## src/sv/ipv4_subnet_calculator_macros.svh

```systemverilog
// Assertion macros shared by the subnet calculator modules.
`ifndef IPV4_SUBNET_CALCULATOR_MACROS_SVH
`define IPV4_SUBNET_CALCULATOR_MACROS_SVH

`ifndef NO_ASSERTIONS
`define IPV4SC_ASSERT(lbl, clk, rst_n, prop, msg) \
  lbl: assert property (@(posedge clk) disable iff (!rst_n) prop) else $error(msg);
`define IPV4SC_ASSERT_IMPL(lbl, clk, rst_n, ante, cons, msg) \
  lbl: assert property (@(posedge clk) disable iff (!rst_n) (ante) |-> (cons)) \
    else $error(msg);
`else
`define IPV4SC_ASSERT(lbl, clk, rst_n, prop, msg)
`define IPV4SC_ASSERT_IMPL(lbl, clk, rst_n, ante, cons, msg)
`endif

`endif

```

## src/sv/ipv4sc_pkg.sv

```systemverilog
package ipv4sc_pkg;

  localparam logic [7:0]  CHAR_DOT    = 8'h2E;
  localparam logic [7:0]  CHAR_ZERO   = 8'h30;
  localparam logic [7:0]  CHAR_NINE   = 8'h39;
  localparam logic [11:0] OCTET_MAX   = 12'd255;
  localparam logic [1:0]  LAST_OCTET  = 2'd3;
  localparam logic [1:0]  MAX_DIGITS  = 2'd3;
  localparam logic [31:0] MASK_FULL   = 32'hFFFF_FFFF;
  localparam logic [31:0] MASK_PAIR   = 32'hFFFF_FFFE;
  localparam logic [5:0]  PREFIX_FULL = 6'd32;
  localparam int          OUT_TDATA_W = 200;

  typedef enum logic [1:0] {
    ST_OK       = 2'd0,
    ST_ADDR_ERR = 2'd1,
    ST_MASK_ERR = 2'd2
  } status_t;

  typedef struct packed {
    logic [31:0] mask;
    logic        mask_err;
    logic [31:0] addr;
    logic        addr_err;
  } done_t;

  typedef struct packed {
    status_t     status;
    logic [31:0] address;
    logic [31:0] mask;
    logic [5:0]  prefix;
    logic [31:0] network;
    logic [31:0] broadcast;
    logic [31:0] low_host;
    logic [31:0] high_host;
  } res_t;

endpackage

```

## src/sv/ipv4sc_parser.sv

```systemverilog
`include "ipv4_subnet_calculator_macros.svh"

module ipv4sc_parser (
  input  logic              clk,
  input  logic              rst_n,
  input  logic              fire,
  input  logic [7:0]        character,
  input  logic              string_select,
  input  logic              last_char,
  input  logic              done_ready,
  output logic              done_valid,
  output ipv4sc_pkg::done_t done
);
  import ipv4sc_pkg::*;

  logic [7:0]  acc_r, acc_nxt;
  logic [1:0]  cnt_r, cnt_nxt;
  logic [1:0]  idx_r, idx_nxt;
  logic [31:0] word_r, word_nxt;
  logic        err_r, err_nxt;
  logic [31:0] saved_r;
  logic        saved_err_r;
  logic        done_valid_r;
  done_t       done_r;

  logic [31:0] word_fin;
  logic [11:0] acc_sum;
  logic        is_digit;
  logic        emit;

  function automatic logic [31:0] place_octet(input logic [7:0] a, input logic [1:0] i);
    logic [31:0] w;
    unique case (i)
      2'd0:    w = {a, 24'h0};
      2'd1:    w = {8'h0, a, 16'h0};
      2'd2:    w = {16'h0, a, 8'h0};
      default: w = {24'h0, a};
    endcase
    return w;
  endfunction

  always_comb begin
    acc_nxt  = acc_r;
    cnt_nxt  = cnt_r;
    idx_nxt  = idx_r;
    word_nxt = word_r;
    err_nxt  = err_r;
    is_digit = (character >= CHAR_ZERO) && (character <= CHAR_NINE);
    acc_sum  = {1'b0, acc_r, 3'b0} + {3'b0, acc_r, 1'b0} + {8'h0, character[3:0]};
    if (!err_r) begin
      if (character == CHAR_DOT) begin
        if (idx_r == LAST_OCTET) begin
          err_nxt = 1'b1;
        end else begin
          word_nxt = word_r | place_octet(acc_r, idx_r);
          acc_nxt  = 8'h0;
          cnt_nxt  = 2'd0;
          idx_nxt  = idx_r + 2'd1;
        end
      end else if (is_digit) begin
        if (cnt_r == MAX_DIGITS || acc_sum > OCTET_MAX) begin
          err_nxt = 1'b1;
        end else begin
          acc_nxt = acc_sum[7:0];
          cnt_nxt = cnt_r + 2'd1;
        end
      end else begin
        err_nxt = 1'b1;
      end
    end
    word_fin = err_nxt ? word_nxt : (word_nxt | place_octet(acc_nxt, idx_nxt));
  end

  assign emit = fire && last_char && string_select;

  always_ff @(posedge clk) begin
    if (!rst_n) begin
      acc_r        <= 8'h0;
      cnt_r        <= 2'd0;
      idx_r        <= 2'd0;
      word_r       <= 32'h0;
      err_r        <= 1'b0;
      saved_r      <= 32'h0;
      saved_err_r  <= 1'b0;
      done_valid_r <= 1'b0;
    end else begin
      if (fire) begin
        if (last_char) begin
          acc_r  <= 8'h0;
          cnt_r  <= 2'd0;
          idx_r  <= 2'd0;
          word_r <= 32'h0;
          err_r  <= 1'b0;
          if (!string_select) begin
            saved_r     <= word_fin;
            saved_err_r <= err_nxt;
          end
        end else begin
          acc_r  <= acc_nxt;
          cnt_r  <= cnt_nxt;
          idx_r  <= idx_nxt;
          word_r <= word_nxt;
          err_r  <= err_nxt;
        end
      end
      if (done_ready) begin
        done_valid_r <= emit;
      end
    end
  end

  always_ff @(posedge clk) begin
    if (emit) begin
      done_r <= '{mask: word_fin, mask_err: err_nxt, addr: saved_r, addr_err: saved_err_r};
    end
  end

  assign done_valid = done_valid_r;
  assign done       = done_r;

  `IPV4SC_ASSERT_IMPL(a_done_from_emit, clk, rst_n, done_valid_r && !$past(done_valid_r), $past(emit), "parser result appeared without a final netmask character")

endmodule

```

## src/sv/ipv4sc_result.sv

```systemverilog
`include "ipv4_subnet_calculator_macros.svh"

module ipv4sc_result (
  input  logic              clk,
  input  logic              rst_n,
  input  logic              done_valid,
  input  ipv4sc_pkg::done_t done,
  output logic              take_ready,
  output logic              res_valid,
  input  logic              res_ready,
  output ipv4sc_pkg::res_t  res
);
  import ipv4sc_pkg::*;

  logic  valid_r;
  res_t  res_r;
  res_t  res_nxt;
  logic [31:0] net;
  logic [31:0] bc;
  logic [31:0] top_ones;
  logic [5:0]  prefix;

  always_comb begin
    for (int i = 0; i < 32; i++) begin
      top_ones[i] = &(done.mask | (MASK_FULL >> (i + 1)));
    end
    prefix = top_ones[31] ? PREFIX_FULL : 6'd0;
    for (int i = 0; i < 32; i++) begin
      if (!top_ones[i] && (i == 0 || top_ones[(i + 31) % 32])) begin
        prefix = prefix | 6'(i);
      end
    end
  end

  always_comb begin
    net     = done.addr & done.mask;
    bc      = done.addr | ~done.mask;
    res_nxt = '0;
    if (done.addr_err) begin
      res_nxt.status = ST_ADDR_ERR;
    end else if (done.mask_err) begin
      res_nxt.status = ST_MASK_ERR;
    end else begin
      res_nxt.status    = ST_OK;
      res_nxt.address   = done.addr;
      res_nxt.mask      = done.mask;
      res_nxt.prefix    = prefix;
      res_nxt.network   = net;
      res_nxt.broadcast = bc;
      if (done.mask == MASK_FULL) begin
        res_nxt.low_host  = net;
        res_nxt.high_host = net;
      end else if (done.mask == MASK_PAIR) begin
        res_nxt.low_host  = net;
        res_nxt.high_host = bc;
      end else begin
        res_nxt.low_host  = net + 32'd1;
        res_nxt.high_host = bc - 32'd1;
      end
    end
  end

  assign take_ready = !valid_r || res_ready;

  always_ff @(posedge clk) begin
    if (!rst_n) begin
      valid_r <= 1'b0;
    end else if (take_ready) begin
      valid_r <= done_valid;
    end
  end

  always_ff @(posedge clk) begin
    if (take_ready && done_valid) begin
      res_r <= res_nxt;
    end
  end

  assign res_valid = valid_r;
  assign res       = res_r;

  `IPV4SC_ASSERT_IMPL(a_error_zeroes, clk, rst_n, valid_r && res_r.status != ST_OK, res_r.address == 32'h0 && res_r.mask == 32'h0 && res_r.prefix == 6'd0, "error result carries nonzero fields")
  `IPV4SC_ASSERT_IMPL(a_full_mask, clk, rst_n, valid_r && res_r.status == ST_OK && res_r.mask == MASK_FULL, res_r.prefix == PREFIX_FULL && res_r.low_host == res_r.network && res_r.high_host == res_r.network, "full mask gives wrong prefix or hosts")

endmodule

```

## src/sv/ipv4_subnet_calculator.sv

```systemverilog
// The result passes through the input register, the parser result register and the
// output register after the last netmask transfer; other characters give no result.
// Throughput: one character per cycle except while a final netmask character stalls.
// Reset: rst_n is synchronous and active low; it clears the parser, the saved address
// and all valid flags, so the block comes out of reset ready with no pending result.
`include "ipv4_subnet_calculator_macros.svh"

module ipv4_subnet_calculator (
  input  logic         clk,
  input  logic         rst_n,
  input  logic         in_tvalid,
  output logic         in_tready,
  input  logic [7:0]   in_tdata,   // [7:0] character
  input  logic [0:0]   in_tuser,   // [0] string_select
  input  logic         in_tlast,
  output logic         out_tvalid,
  input  logic         out_tready,
  // [31:0] address_value, [63:32] mask_value, [69:64] prefix_length,
  // [101:70] network_address, [133:102] broadcast_address, [165:134] lowest_host,
  // [197:166] highest_host, [199:198] zero
  output logic [ipv4sc_pkg::OUT_TDATA_W-1:0] out_tdata,
  output logic [1:0]   out_tuser   // [1:0] status
);
  import ipv4sc_pkg::*;

  logic       a_valid_r;
  logic [7:0] a_char_r;
  logic       a_sel_r;
  logic       a_last_r;
  logic       a_adv;
  logic       a_emit;
  logic       b_ready;
  logic       take_ready;
  logic       done_valid;
  done_t      done;
  res_t       res;

  assign a_emit    = a_last_r && a_sel_r;
  assign b_ready   = !done_valid || take_ready;
  assign a_adv     = a_valid_r && (!a_emit || b_ready);
  assign in_tready = !a_valid_r || a_adv;

  always_ff @(posedge clk) begin
    if (!rst_n) begin
      a_valid_r <= 1'b0;
    end else if (in_tready) begin
      a_valid_r <= in_tvalid;
    end
  end

  always_ff @(posedge clk) begin
    if (in_tvalid && in_tready) begin
      a_char_r <= in_tdata;
      a_sel_r  <= in_tuser[0];
      a_last_r <= in_tlast;
    end
  end

  ipv4sc_parser u_parser (
    .clk           (clk),
    .rst_n         (rst_n),
    .fire          (a_adv),
    .character     (a_char_r),
    .string_select (a_sel_r),
    .last_char     (a_last_r),
    .done_ready    (b_ready),
    .done_valid    (done_valid),
    .done          (done)
  );

  ipv4sc_result u_result (
    .clk        (clk),
    .rst_n      (rst_n),
    .done_valid (done_valid),
    .done       (done),
    .take_ready (take_ready),
    .res_valid  (out_tvalid),
    .res_ready  (out_tready),
    .res        (res)
  );

  assign out_tuser = res.status;
  assign out_tdata = {2'b00, res.high_host, res.low_host, res.broadcast, res.network,
                      res.prefix, res.mask, res.address};

  `IPV4SC_ASSERT_IMPL(a_stall_only_on_emit, clk, rst_n, !in_tready, a_valid_r && a_emit, "input stalled without a pending final netmask character")
  `IPV4SC_ASSERT(a_emit_reaches_parser, clk, rst_n, (a_adv && a_emit) |=> done_valid, "final netmask character produced no parser result")

endmodule

```

## config.mk

```make
export PLATFORM = sky130hd
export DESIGN_NAME = ipv4_subnet_calculator
export DESIGN_NICKNAME = d
export VERILOG_FILES = /design/src/sv/ipv4sc_pkg.sv /design/src/sv/ipv4sc_parser.sv /design/src/sv/ipv4sc_result.sv /design/src/sv/ipv4_subnet_calculator.sv
export VERILOG_INCLUDE_DIRS = /design/src /design/src/sv
export SDC_FILE = /design/constraint.sdc
export NUM_CORES = 1
export LEC_CHECK = 0
export BUFFER_PORTS_ARGS = -buffer_cell sky130_fd_sc_hd__buf_2
export CAP_MARGIN = 20
export CORE_ASPECT_RATIO = 1.2
export CORE_MARGIN = 2
export CORE_UTILIZATION = 57
export CTS_CLUSTER_DIAMETER = 30
export CTS_CLUSTER_SIZE = 25
export DETAILED_ROUTE_END_ITERATION = 8
export GPL_TIMING_DRIVEN = 0
export PLACE_DENSITY = 0.79
export SLEW_MARGIN = 40
export SYNTH_ARGS = -nofsm -noshare
export SYNTH_HDL_FRONTEND = slang
export SYNTH_SLANG_ARGS = --single-unit
```

## constraint.sdc

```tcl
create_clock -name clk -period 15.45 [get_ports clk]
set_input_delay 3.09 -clock clk [delete_from_list [all_inputs] [get_ports clk]]
set_output_delay 3.09 -clock clk [all_outputs]
set_load 0.005 [all_outputs]
```

### After elaboration in Yosys (flattened, before gate mapping)

Index checks and enable logic that the tools add are counted.

| storage, ports and cells | value |
|---|---|
| register bits after elaboration | 357 |
| input port bits | 14 |
| output and inout port bits | 204 |

| cells by class | value |
|---|---|
| add/subtract/negate cells | 6 |
| $lt $le $gt $ge | 3 |
| equal/unequal tests | 19 |
| multiplexer cells | 149 |
| bitwise logic cells | 5 |
| reduce and logical (&&, ||, !) cells | 113 |

Operators by type and width:

| cell | count |
|---|---|
| 32-bit two-way mux | 24 |
| 64-bit two-way mux | 7 |
| 198-bit two-way mux | 2 |
| 32-bit case mux with 3 select lines | 2 |
| 8-bit two-way mux | 18 |
| 32-bit bitwise OR | 3 |
| 5-bit two-way mux | 16 |
| 2-bit two-way mux | 33 |
| 32-bit == test (second input constant) | 2 |
| 1-bit logical AND | 38 |
| 1-bit logical NOT | 35 |
| 1-bit two-way mux | 34 |
| 32-bit by 1-bit adder with 32-bit output (second input constant) | 1 |
| 32-bit AND | 1 |
| 4-bit two-way mux | 8 |
| 32-bit inverter | 1 |
| 32-bit AND reduction | 1 |
| 32-bit by 1-bit subtractor with 32-bit output (second input constant) | 1 |
| 31-bit AND reduction | 1 |
| 30-bit AND reduction | 1 |
| 29-bit AND reduction | 1 |
| 28-bit AND reduction | 1 |
| 27-bit AND reduction | 1 |
| 26-bit AND reduction | 1 |
| other kinds (43) | 62 |

### Depth between registers and ports, before layout

Gate-level depths: netlist (run 1).

| depth | value |
|---|---|
| depth in word-level cells | 36 |
| gate-level depth with buffers | 13 |

### By module

A second synthesis (run 1) with hierarchy kept.

| unflattened totals | value |
|---|---|
| cells, all modules | 1,389 |
| area, all modules | 15,901.5 µm² |

By module, submodules not included:

| module | times used | cells each | area an instance (µm²) | seq. area each (µm²) |
|---|---|---|---|---|
| ipv4sc_result | 1 | 837 | 9,738.1 | 6,025.8 |
| ipv4sc_parser | 1 | 529 | 5,765.5 | 3,563.4 |
| ipv4_subnet_calculator | 1 | 23 | 397.9 | 320.3 |

### Worst setup path after synthesis (run 1)

Ideal clock, no wire load.

| timing path | value |
|---|---|
| kind | input to register |
| start point | input port out_tready |
| end point | register u_result.res_r (netlist bit u_result.res[0]) (enable) |
| arrival | 11,925 ps |
| data required time | 14,663 ps |
| setup slack | 2,738 ps |
| stages | 2 |
| path buffers | 0 |
| cells stage by stage | nor2b_1 > nor2b_1 |

| on the way | value |
|---|---|
| cells in the longest elaborated chain, start to end | 2 |

Ends and longest elaborated chain:

| element | line | text |
|---|---|---|
| from (decl) | ipv4_subnet_calculator.sv:17 | `input logic out_tready,` |
| 1-bit logical OR | ipv4sc_result.sv:63 | `assign take_ready = !valid_r \|\| res_ready;` |
| 1-bit logical AND | ipv4sc_result.sv:74 | `if (take_ready && done_valid) begin` |
| to (signal assigned) | ipv4sc_result.sv:75 | `res_r <= res_nxt;` |
| to (decl) | ipv4sc_result.sv:16 | `res_t res_r;` |

No other way between the ends.
A chain may end at the register's enable or synchronous reset.

### Worst setup path in the final report (run 1)

| timing path | value |
|---|---|
| start point | input port out_tready |
| end point | output port in_tready |

| on the way | value |
|---|---|
| cells in the longest elaborated chain, start to end | 5 |

Ends and longest elaborated chain:

| element | line | text |
|---|---|---|
| 1-bit logical OR | ipv4sc_result.sv:63 |  |
| 1-bit logical OR | ipv4_subnet_calculator.sv:39 | `assign b_ready = !done_valid \|\| take_ready;` |
| 1-bit logical OR | ipv4_subnet_calculator.sv:40 | `assign a_adv = a_valid_r && (!a_emit \|\| b_ready);` |
| 1-bit logical AND | ipv4_subnet_calculator.sv:40 |  |
| 1-bit logical OR | ipv4_subnet_calculator.sv:41 | `assign in_tready = !a_valid_r \|\| a_adv;` |
| to (decl) | ipv4_subnet_calculator.sv:12 | `output logic in_tready,` |

No other way between the ends.

==> summary.md, run 1 <==
| Metric | Value |
|---|---|
| Outcome | `completed` |
| Die outline area | `28100 µm²` |
| Critical Path Max Stage Delay | `0.20 ns` |
| Hold Path Class | `flip-flop to flip-flop` |
| Multi-input gate area | `5030 µm²` |
| Worst R2R End | `u_parser.saved_r[30]$_SDFFE_PN0P_` |
| Total Nets Final | `1629` |
| Hold Path Depth | `0` |
| Die Height | `183 µm` |
| Largest net degree at the start of global routing | `24` |
| GR Util All Layers | `0.292` |
| Hold Vio Cnt, Final | `0` |
| Clk sinks | `357` |
| Core Footprint | `26300 µm²` |
| Post-DRT Antenna Nets | `0` |
| Mapped Area | `15200 µm²` |
| Top delay family on crit path | `simple AND/OR/NAND/NOR gates` |
| FF+latch count, synth | `357` |
| Top post-synthesis cells by count | `edfxtp_1 (276), nor2_1 (155), nand2_1 (98)` |
| Vias per cell | `6.00` |
| Vias | `11.8k` |
| Area share of the leading cell type in the synthesized netlist | `0.544` |
| Iter 0 DRT Violations | `1184` |
| Clock Path Buffers | `3` |
| Sequential fraction of the synthesis area | `0.650` |
| Distinct cells, synth | `66` |
| Fmax | `146 MHz` |
| Root buf cell | `clkbuf_16` |
| P_leak | `0.00752 µW` |
| IO Count | `218` |
| Starting Density | `0.580` |
| Global-route wire length before repair | `63100 µm` |
| Final hold slack | `0.411 ns` |
| Reg2reg setup slack | `11.33 ns` |
| Pre-antenna DRT Iters | `6` |
| Dpl hpwl | `30100 µm` |
| Worst Path Buf+Inv | `3` |
| # diodes | `0` |
| Critical path capture point type | `output port` |
| YS warnings | `0` |
| Worst hold start | `u_parser.saved_r[19]$_SDFFE_PN0P_` |
| Crit path required time | `12.36 ns` |
| Resize count post-CTS | `0` |
| Crit-path cells | `buf_2 > nand3b_1 > nor2_1 > inv_1 > buf_2` |
| Slew @ Worst Pin | `0.817 ns` |
| Die Span X | `153 µm` |
| Top-count cell post-synth | `edfxtp_1` |
| Worst setup SP type | `input port` |
| RSZ-0062 raised after global routing | `false` |
| EDFF count, synth | `276` |
| GRT overflow | `0` |
| Max FO, Critical Path | `3` |
| Main synth FF type | `edfxtp_1` |
| Dominant cell type by area after synthesis | `edfxtp_1` |
| DRC viols | `0` |
| Fill count | `1763` |
| Post-CTS Hold Buffers | `0` |
| Max Slew Vio Count | `0` |
| CTS tree | `done` |
| Vias in the first global route | `11.5k` |
| Area growth syn-to-layout | `23.7%` |
| Final count of negative-setup-slack endpoints | `0` |
| Postcts setup bufs | `0` |
| IR Drop Worst-Case VDD | `100 µV` |
| Gpl congestion | `0.916` |
| Initial antenna violation count | `0` |
| Worst setup margin | `8.59 ns` |
| Post-synth ARST share | `0` |
| Arrival time worst endpoint | `3.77 ns` |
| CTS Buf Count | `50` |
| Final wirelength | `41600 µm` |
| Worst-Skew Late Latency | `0.56 ns` |
| Clock Pin Slew Worst Setup and Hold Paths | `0.07 ns` |
| Post-Syn Instances | `1312` |
| Crit Path Category | `input port to output port` |
| Worst Hold Endpoint | `u_parser.done[20]$_DFFE_PP_` |
| H-tree Lvls | `2` |
| Pre-CTS setup slack | `8.61 ns` |
| Worst rel slew slack | `0.451` |
| Final period utilization | `0.444` |
| Critical path's slowest cell | `nand3b_1` |
| Largest cells by area after synthesis | `edfxtp_1 (54%), dfxtp_1 (11%), nor2_1 (3.8%)` |
| Wire per inst | `21.1 µm` |
| Number of I/O port buffers | `215` |
| R2r worst-path depth | `13` |
| Reg2reg start | `u_parser.acc_r[0]$_SDFFE_PN0P_` |
| Row count | `65` |
| CP most frequent cell | `buf_2` |
| Register area | `9910 µm²` |
| Share of layout cells above drive strength 1 | `0.215` |
| Syn avg cell area | `11.6 µm²` |
| Max Cap Violations | `0` |
| Pwr per Cell Area | `122 nW/µm²` |
| Final worst path period need | `6.86 ns` |
| Worst clock skew | `0.0223 ns` |
==> cell type report <==
type	count	share of cell area
clock buffer	55	0.0696
inverter	28	0.00557
sequential	357	0.525
multi-input combinational	864	0.267
buffer	64	0.0135
tap	335	0.0222
timing repair buffer	230	0.0743
clock inverter	37	0.0228
==> per-layer routing <==
| metal | GRT usage | part of all wire | up-vias |
|---|---|---|---|
| met1 | 0.349 | 0.36 | 5650 |
| li1 | - | - | 5385 |
| met2 | 0.509 | 0.51 | 640 |
| met3 | 0.0432 | 0.081 | 148 |
| met5 | 0 | 0 | - |
| met4 | 0.159 | 0.055 | 0 |
==> where the power goes <==
part / leakage (µW) / internal [µW] / total (µW) / switching (µW)
combinational: 0.00334 / 22.5 / 64.6 / 42.1
clock: 0.000851 / 716 / 1170 / 455
sequential: 0.00333 / 1040 / 1060 / 14.1
total: 0.00752 / 1780 / 2290 / 511
==> cells in the final DEF, fill, tap and decap left out, drive strengths merged, types with 4 or more instances in the layout <==
cell / count
and2: 80
nor3: 36
inv: 44
nor4b: 4
o21ai: 48
edfxtp: 276
mux2: 6
bufinv: 5
a22o: 8
nand3: 48
nand2b: 12
or2: 5
dfxtp: 81
a211o: 4
clkinv: 14
and3: 15
o21a: 7
nand4: 26
nor3b: 7
nor2: 156
a31oi: 47
nor2b: 39
ha: 18
buf: 242
nor4: 17
nand2: 98
a21o: 8
nand4b: 4
xnor2: 20
or3: 4
or4: 5
clkbuf: 107
xor2: 17
a21oi: 75
==> sequential cells by signal (all words and copies together) (netlist names) <==
register and count:
u_parser.word_r 32, u_parser.err_r 1, a_valid_r 1, a_last_r 1, u_parser.done_valid 1, u_parser.saved_err_r 1
u_parser.idx_r 2, u_parser.saved_r 32, a_char_r 8, a_sel_r 1, u_parser.cnt_r 2, u_parser.done 66
u_result.res_valid 1, u_parser.acc_r 8, u_result.res 200
==> through the flow <==
| step | TNS, ns | area (µm²) | power (µW) | std cells | utilization |
|---|---|---|---|---|---|
| final | 0 | 18900 | 2290 | 1970 | 0.718 |
| after global routing | 0 | 18900 | 2340 | 1970 | 0.718 |
| after CTS | 0 | 18800 | 2300 | 1970 | 0.717 |
| after detailed placement | 0 | 17100 | 1140 | 1878 | 0.651 |
| after global placement | -101.11 | 16700 | 1140 | 1863 | 0.637 |
| after floorplan | 0 | 15200 | 1110 | 1313 | - |
==> cells by family after synthesis <==
group | after synthesis | share of synthesized area
AOI/OAI and AO/OA | 231 | 0.0927
xor gates and xnor gates | 37 | 0.0213
adders and majority gates | 20 | 0.0174
buffers and inverters | 92 | 0.0236
DFF | 357 | 0.650
muxes | 6 | 0.00443
other | 1 | 0.000246
and+or+nand+nor | 568 | 0.190
==> worst max-delay path by stage <==
stage,startpoint,to,slack [ns],depth (start not counted)
finish,out_tready,in_tready,8.59,5
global route,out_tready,in_tready,8.52,5
CTS,out_tready,in_tready,8.60,5
detailed placement,out_tready,in_tready,8.61,5
global placement,out_tready,u_result.res[196]$_SDFFCE_PP0P_,-0.53,3
floorplan,out_tready,u_result.res[0]$_SDFFCE_PP0P_,2.74,2
Note: power is estimated with default switching activity, not from simulation.
==> inputs of run 2 (changes only) <==
--- a/config.mk
+++ b/config.mk
@@ -6,16 +6,17 @@
 export SDC_FILE = /design/constraint.sdc
 export NUM_CORES = 1
 export LEC_CHECK = 0
+export ABC_AREA = 1
 export BUFFER_PORTS_ARGS = -buffer_cell sky130_fd_sc_hd__buf_2
 export CAP_MARGIN = 20
 export CORE_ASPECT_RATIO = 1.2
 export CORE_MARGIN = 2
-export CORE_UTILIZATION = 57
+export CORE_UTILIZATION = 52
 export CTS_CLUSTER_DIAMETER = 30
 export CTS_CLUSTER_SIZE = 25
 export DETAILED_ROUTE_END_ITERATION = 8
 export GPL_TIMING_DRIVEN = 0
-export PLACE_DENSITY = 0.79
+export PLACE_DENSITY = 0.76
 export SLEW_MARGIN = 40
 export SYNTH_ARGS = -nofsm -noshare
 export SYNTH_HDL_FRONTEND = slang
==> constraint.sdc (replaced) <==
create_clock -name clk -period 6.25 [get_ports clk]
set_input_delay 1.25 -clock clk [delete_from_list [all_inputs] [get_ports clk]]
set_output_delay 1.25 -clock clk [all_outputs]
set_load 0.005 [all_outputs]
==> summary.md, run 2 <==
| Metric | Value |
|---|---|
| Outcome | `finished, violations left (was completed)` |
| Failing checks | `design-rule violations` |
| Root buf cell | `clkbuf_16 (unchanged)` |
| Dpl hpwl | `37300 µm (was 30100 µm)` |
| Worst R2R End | `u_parser.saved_r[4]$_SDFFE_PN0P_ (was u_parser.saved_r[30]$_SDFFE_PN0P_)` |
| Die Span X | `167 µm (was 153 µm)` |
| Final wirelength | `48500 µm (was 41600 µm)` |
| Die Height | `200 µm (was 183 µm)` |
| Vias per cell | `5.47 (was 6.00)` |
| Clock Pin Slew Worst Setup and Hold Paths | `0.05 ns (was 0.07 ns)` |
| Pwr per Cell Area | `298 nW/µm² (was 122 nW/µm²)` |
| EDFF count, synth | `276 (unchanged)` |
| Vias in the first global route | `13.4k (was 11.5k)` |
| Resize count post-CTS | `0 (unchanged)` |
| Distinct cells, synth | `51 (was 66)` |
| Row count | `71 (was 65)` |
| Wire per inst | `19.2 µm (was 21.1 µm)` |
| Pre-antenna DRT Iters | `8 (was 6)` |
| IO Count | `218 (unchanged)` |
| Post-synth ARST share | `0 (unchanged)` |
| Sequential share of power | `0.427 (was 0.461)` |
| Crit path required time | `6.77 ns (was 12.36 ns)` |
| Worst clock skew | `0.0168 ns (was 0.0223 ns)` |
| Max FO, Critical Path | `8 (was 3)` |
| GR Util All Layers | `0.287 (was 0.292)` |
| YS warnings | `0 (unchanged)` |
| Largest net degree at the start of global routing | `45 (was 24)` |
| Worst-Skew Late Latency | `0.58 ns (was 0.56 ns)` |
| P_leak | `0.00889 µW (was 0.00752 µW)` |
| Post-Syn Instances | `1786 (was 1312)` |
| DRC viols | `27 (was 0)` |
| Starting Density | `0.528 (was 0.580)` |
| Max Slew Vio Count | `0 (unchanged)` |
| Core Footprint | `31400 µm² (was 26300 µm²)` |
| Final worst path period need | `3.89 ns` |
| Hold Path Depth | `0 (unchanged)` |
| Worst rel slew slack | `0.396 (was 0.451)` |
| Fmax | `257 MHz` |
| Psw | `1340 µW (was 511 µW)` |
| Setup_tns | `0 ns (unchanged)` |
| Top post-synthesis cells by count | `nand2_1 (321), nor2_1 (313), edfxtp_1 (276) (was edfxtp_1 (276), nor2_1 (155), nand2_1 (98))` |
| Clock Path Buffers | `3 (unchanged)` |
| Post-CTS Hold Buffers | `0 (unchanged)` |
| Max FFs per register | `200 (unchanged)` |
| Clk sinks | `357 (unchanged)` |
| Final period utilization | `0.622` |
| Worst hold start | `u_parser.saved_r[15]$_SDFFE_PN0P_ (was u_parser.saved_r[19]$_SDFFE_PN0P_)` |
| Vias | `13.8k (was 11.8k)` |
| Max Cap Violations | `0 (unchanged)` |
| Commonest non-fill, non-tap cell in the layout | `nand2_1 (was edfxtp_1)` |
| CTS Buf Count | `56 (was 50)` |
| FF+latch count, synth | `357 (unchanged)` |
| Reg2reg setup slack | `2.36 ns (was 11.33 ns)` |
| GRT overflow | `0 (unchanged)` |
| Worst setup SP type | `flip-flop (was input port)` |
| IR Drop Worst-Case VDD | `248 µV (was 100 µV)` |
| Hold Vio Cnt, Final | `0 (unchanged)` |
| Area share of the leading cell type in the synthesized netlist | `0.499 (was 0.544)` |
| Area growth syn-to-layout | `23.4% (was 23.7%)` |
| Die outline area | `33400 µm² (was 28100 µm²)` |
| Clock power share | `0.544 (was 0.511)` |
| Most frequent cells in the layout | `nand2_1 (321), nor2_1 (312), edfxtp_1 (276) (was edfxtp_1 (276), buf_2 (220), nor2_1 (153))` |
| Switching share of power | `0.221 (was 0.223)` |
| Gpl congestion | `0.970 (was 0.916)` |
| Critical path capture point type | `flip-flop (was output port)` |
| Largest cells by area after synthesis | `edfxtp_1 (50%), dfxtp_1 (9.8%), nand2_1 (7.3%) (was edfxtp_1 (54%), dfxtp_1 (11%), nor2_1 (3.8%))` |
| H-tree Lvls | `2 (unchanged)` |
| R2r worst-path depth | `15 (was 13)` |
| Arrival time worst endpoint | `4.41 ns (was 3.77 ns)` |
| Hold Path Class | `flip-flop to flip-flop (unchanged)` |
| Worst Hold Endpoint | `u_parser.done[16]$_DFFE_PP_ (was u_parser.done[20]$_DFFE_PP_)` |
| Reg2reg start | `u_parser.acc_r[0]$_SDFFE_PN0P_ (unchanged)` |
| Fin util | `0.652 (was 0.718)` |
| RSZ-0062 raised after global routing | `false (unchanged)` |
| Iter 0 DRT Violations | `1415 (was 1184)` |
| Number of I/O port buffers | `214 (was 215)` |
| Fill count | `2521 (was 1763)` |
| Comb pwr share | `0.028 (about the same)` |
| Top-count cell post-synth | `nand2_1 (was edfxtp_1)` |
| Int Power | `4750 µW (was 1780 µW)` |
| Sequential fraction of the synthesis area | `0.597 (was 0.650)` |
| Share of layout cells above drive strength 1 | `0.193 (was 0.215)` |
| Slew @ Worst Pin | `0.897 ns (was 0.817 ns)` |
| Dominant cell type by area after synthesis | `edfxtp_1 (unchanged)` |
| Global-route wire length before repair | `72900 µm (was 63100 µm)` |
| Final count of negative-setup-slack endpoints | `0 (unchanged)` |
| Initial antenna violation count | `0 (unchanged)` |
| Syn avg cell area | `9.30 µm² (was 11.6 µm²)` |
| Postcts setup bufs | `0 (unchanged)` |
| CTS tree | `done (unchanged)` |
| Post-DRT Antenna Nets | `0 (unchanged)` |
| # diodes | `0 (unchanged)` |
| Main synth FF type | `edfxtp_1 (unchanged)` |
| Total Nets Final | `2105 (was 1629)` |
| Crit Path Category | `flip-flop to flip-flop (was input port to output port)` |
| Mapped Area | `16600 µm² (was 15200 µm²)` |
## run 2: cell types whose count changed in the layout (fill, tap and decap cells not counted), sizes merged, moves of 25 or more
cell | previous run | this run
nor3 | 36 | 61
a31oi | 47 | 5
o21a | 7 | 36
inv | 44 | 271
nand3 | 48 | 93
and2 | 80 | 0
nor2 | 156 | 342
nor2b | 39 | 0
nand2 | 98 | 331
## run 2: stage by stage
stage          power (µW)  area [µm²]  worst slack, ns  instances  hold slack (ns)
2_1_floorplan        2760       16600             1.58       1787            0.409
3_3_place_gp         2810       18200            0.410       2402            0.413
3_5_place_dp         2820       18400             2.53       2414            0.418
4_1_cts              6120       20500             2.47       2520            0.428
5_1_grt              6240       20500             2.25       2520            0.435
6_report             6100       20500             2.36       2520            0.425
## run 2: power groups by stage
stage / Sequential (µW) / Clock (µW) / Combinational [µW]
4_1_cts: 2610 / 3340 / 172
6_report: 2610 / 3320 / 173
5_1_grt: 2610 / 3440 / 192
3_3_place_gp: 2650 / 0 / 160
2_1_floorplan: 2650 / 0 / 111
3_5_place_dp: 2650 / 0 / 170
## run 2: kinds of logic (layout without fill, tap and decap cells)
family | Yosys count | after routing | share of synthesized area
adders and majority gates | 20 | 20 | 0.0160
DFF | 357 | 357 | 0.597
and+or+nand+nor | 876 | 876 | 0.234
AOI/OAI and AO/OA | 204 | 204 | 0.0713
xor gates and xnor gates | 21 | 21 | 0.0111
buffers and inverters | 307 | 639 | 0.0705
other | 1 | 2 | 0.000226
## run 2: how the worst max path moves through the flow
| stage | startpoint | depth (start not counted) | slack [ns] | to |
|---|---|---|---|---|
| final | u_parser.acc_r[0]$_SDFFE_PN0P_ | 15 | 2.36 | u_parser.saved_r[4]$_SDFFE_PN0P_ |
| after detailed placement | u_parser.acc_r[0]$_SDFFE_PN0P_ | 15 | 2.53 | u_parser.saved_r[28]$_SDFFE_PN0P_ |
| after floorplan | out_tready | 2 | 1.58 | u_result.res[0]$_SDFFCE_PP0P_ |
| after global placement | out_tready | 3 | 0.41 | u_result.res[90]$_SDFFCE_PP0P_ |
| after global routing | u_parser.acc_r[0]$_SDFFE_PN0P_ | 15 | 2.25 | u_parser.saved_r[4]$_SDFFE_PN0P_ |
| after CTS | u_parser.acc_r[0]$_SDFFE_PN0P_ | 15 | 2.47 | u_parser.saved_r[4]$_SDFFE_PN0P_ |
## run 2: layout make-up
type / instances / area (µm²) / area share
sequential: 357 / 9910 / 0.484
multi-input combinational: 1123 / 5540 / 0.270
clock buffer: 62 / 1470 / 0.0716
timing repair buffer: 226 / 1310 / 0.0637
inverter: 264 / 993 / 0.0485
clock inverter: 44 / 596 / 0.0291
tap: 401 / 502 / 0.0245
buffer: 43 / 180 / 0.00879
## run 2: routing by layer
layer,GRT usage,wire length (µm),vias up
met1,0.338,18200,6455
met3,0.0392,3460,148
met2,0.514,24100,673
met4,0.154,2740,0
li1,-,-,6499
met5,0,0,-
## run 2: critical path, cell delays in order (launching register included)
cell and delay [ns]:
dfxtp_1 0.39, inv_1 0.16, fa_1 0.53, inv_1 0.07, fa_1 0.46, nand2_1 0.11, a21oi_2 0.08, nand2_1 0.07
o211ai_1 0.10, o21ai_0 0.45, nand4_2 0.30, nor2_1 0.65, nand2_1 0.20, nand3_1 0.12, nand2_1 0.08, inv_1 0.06
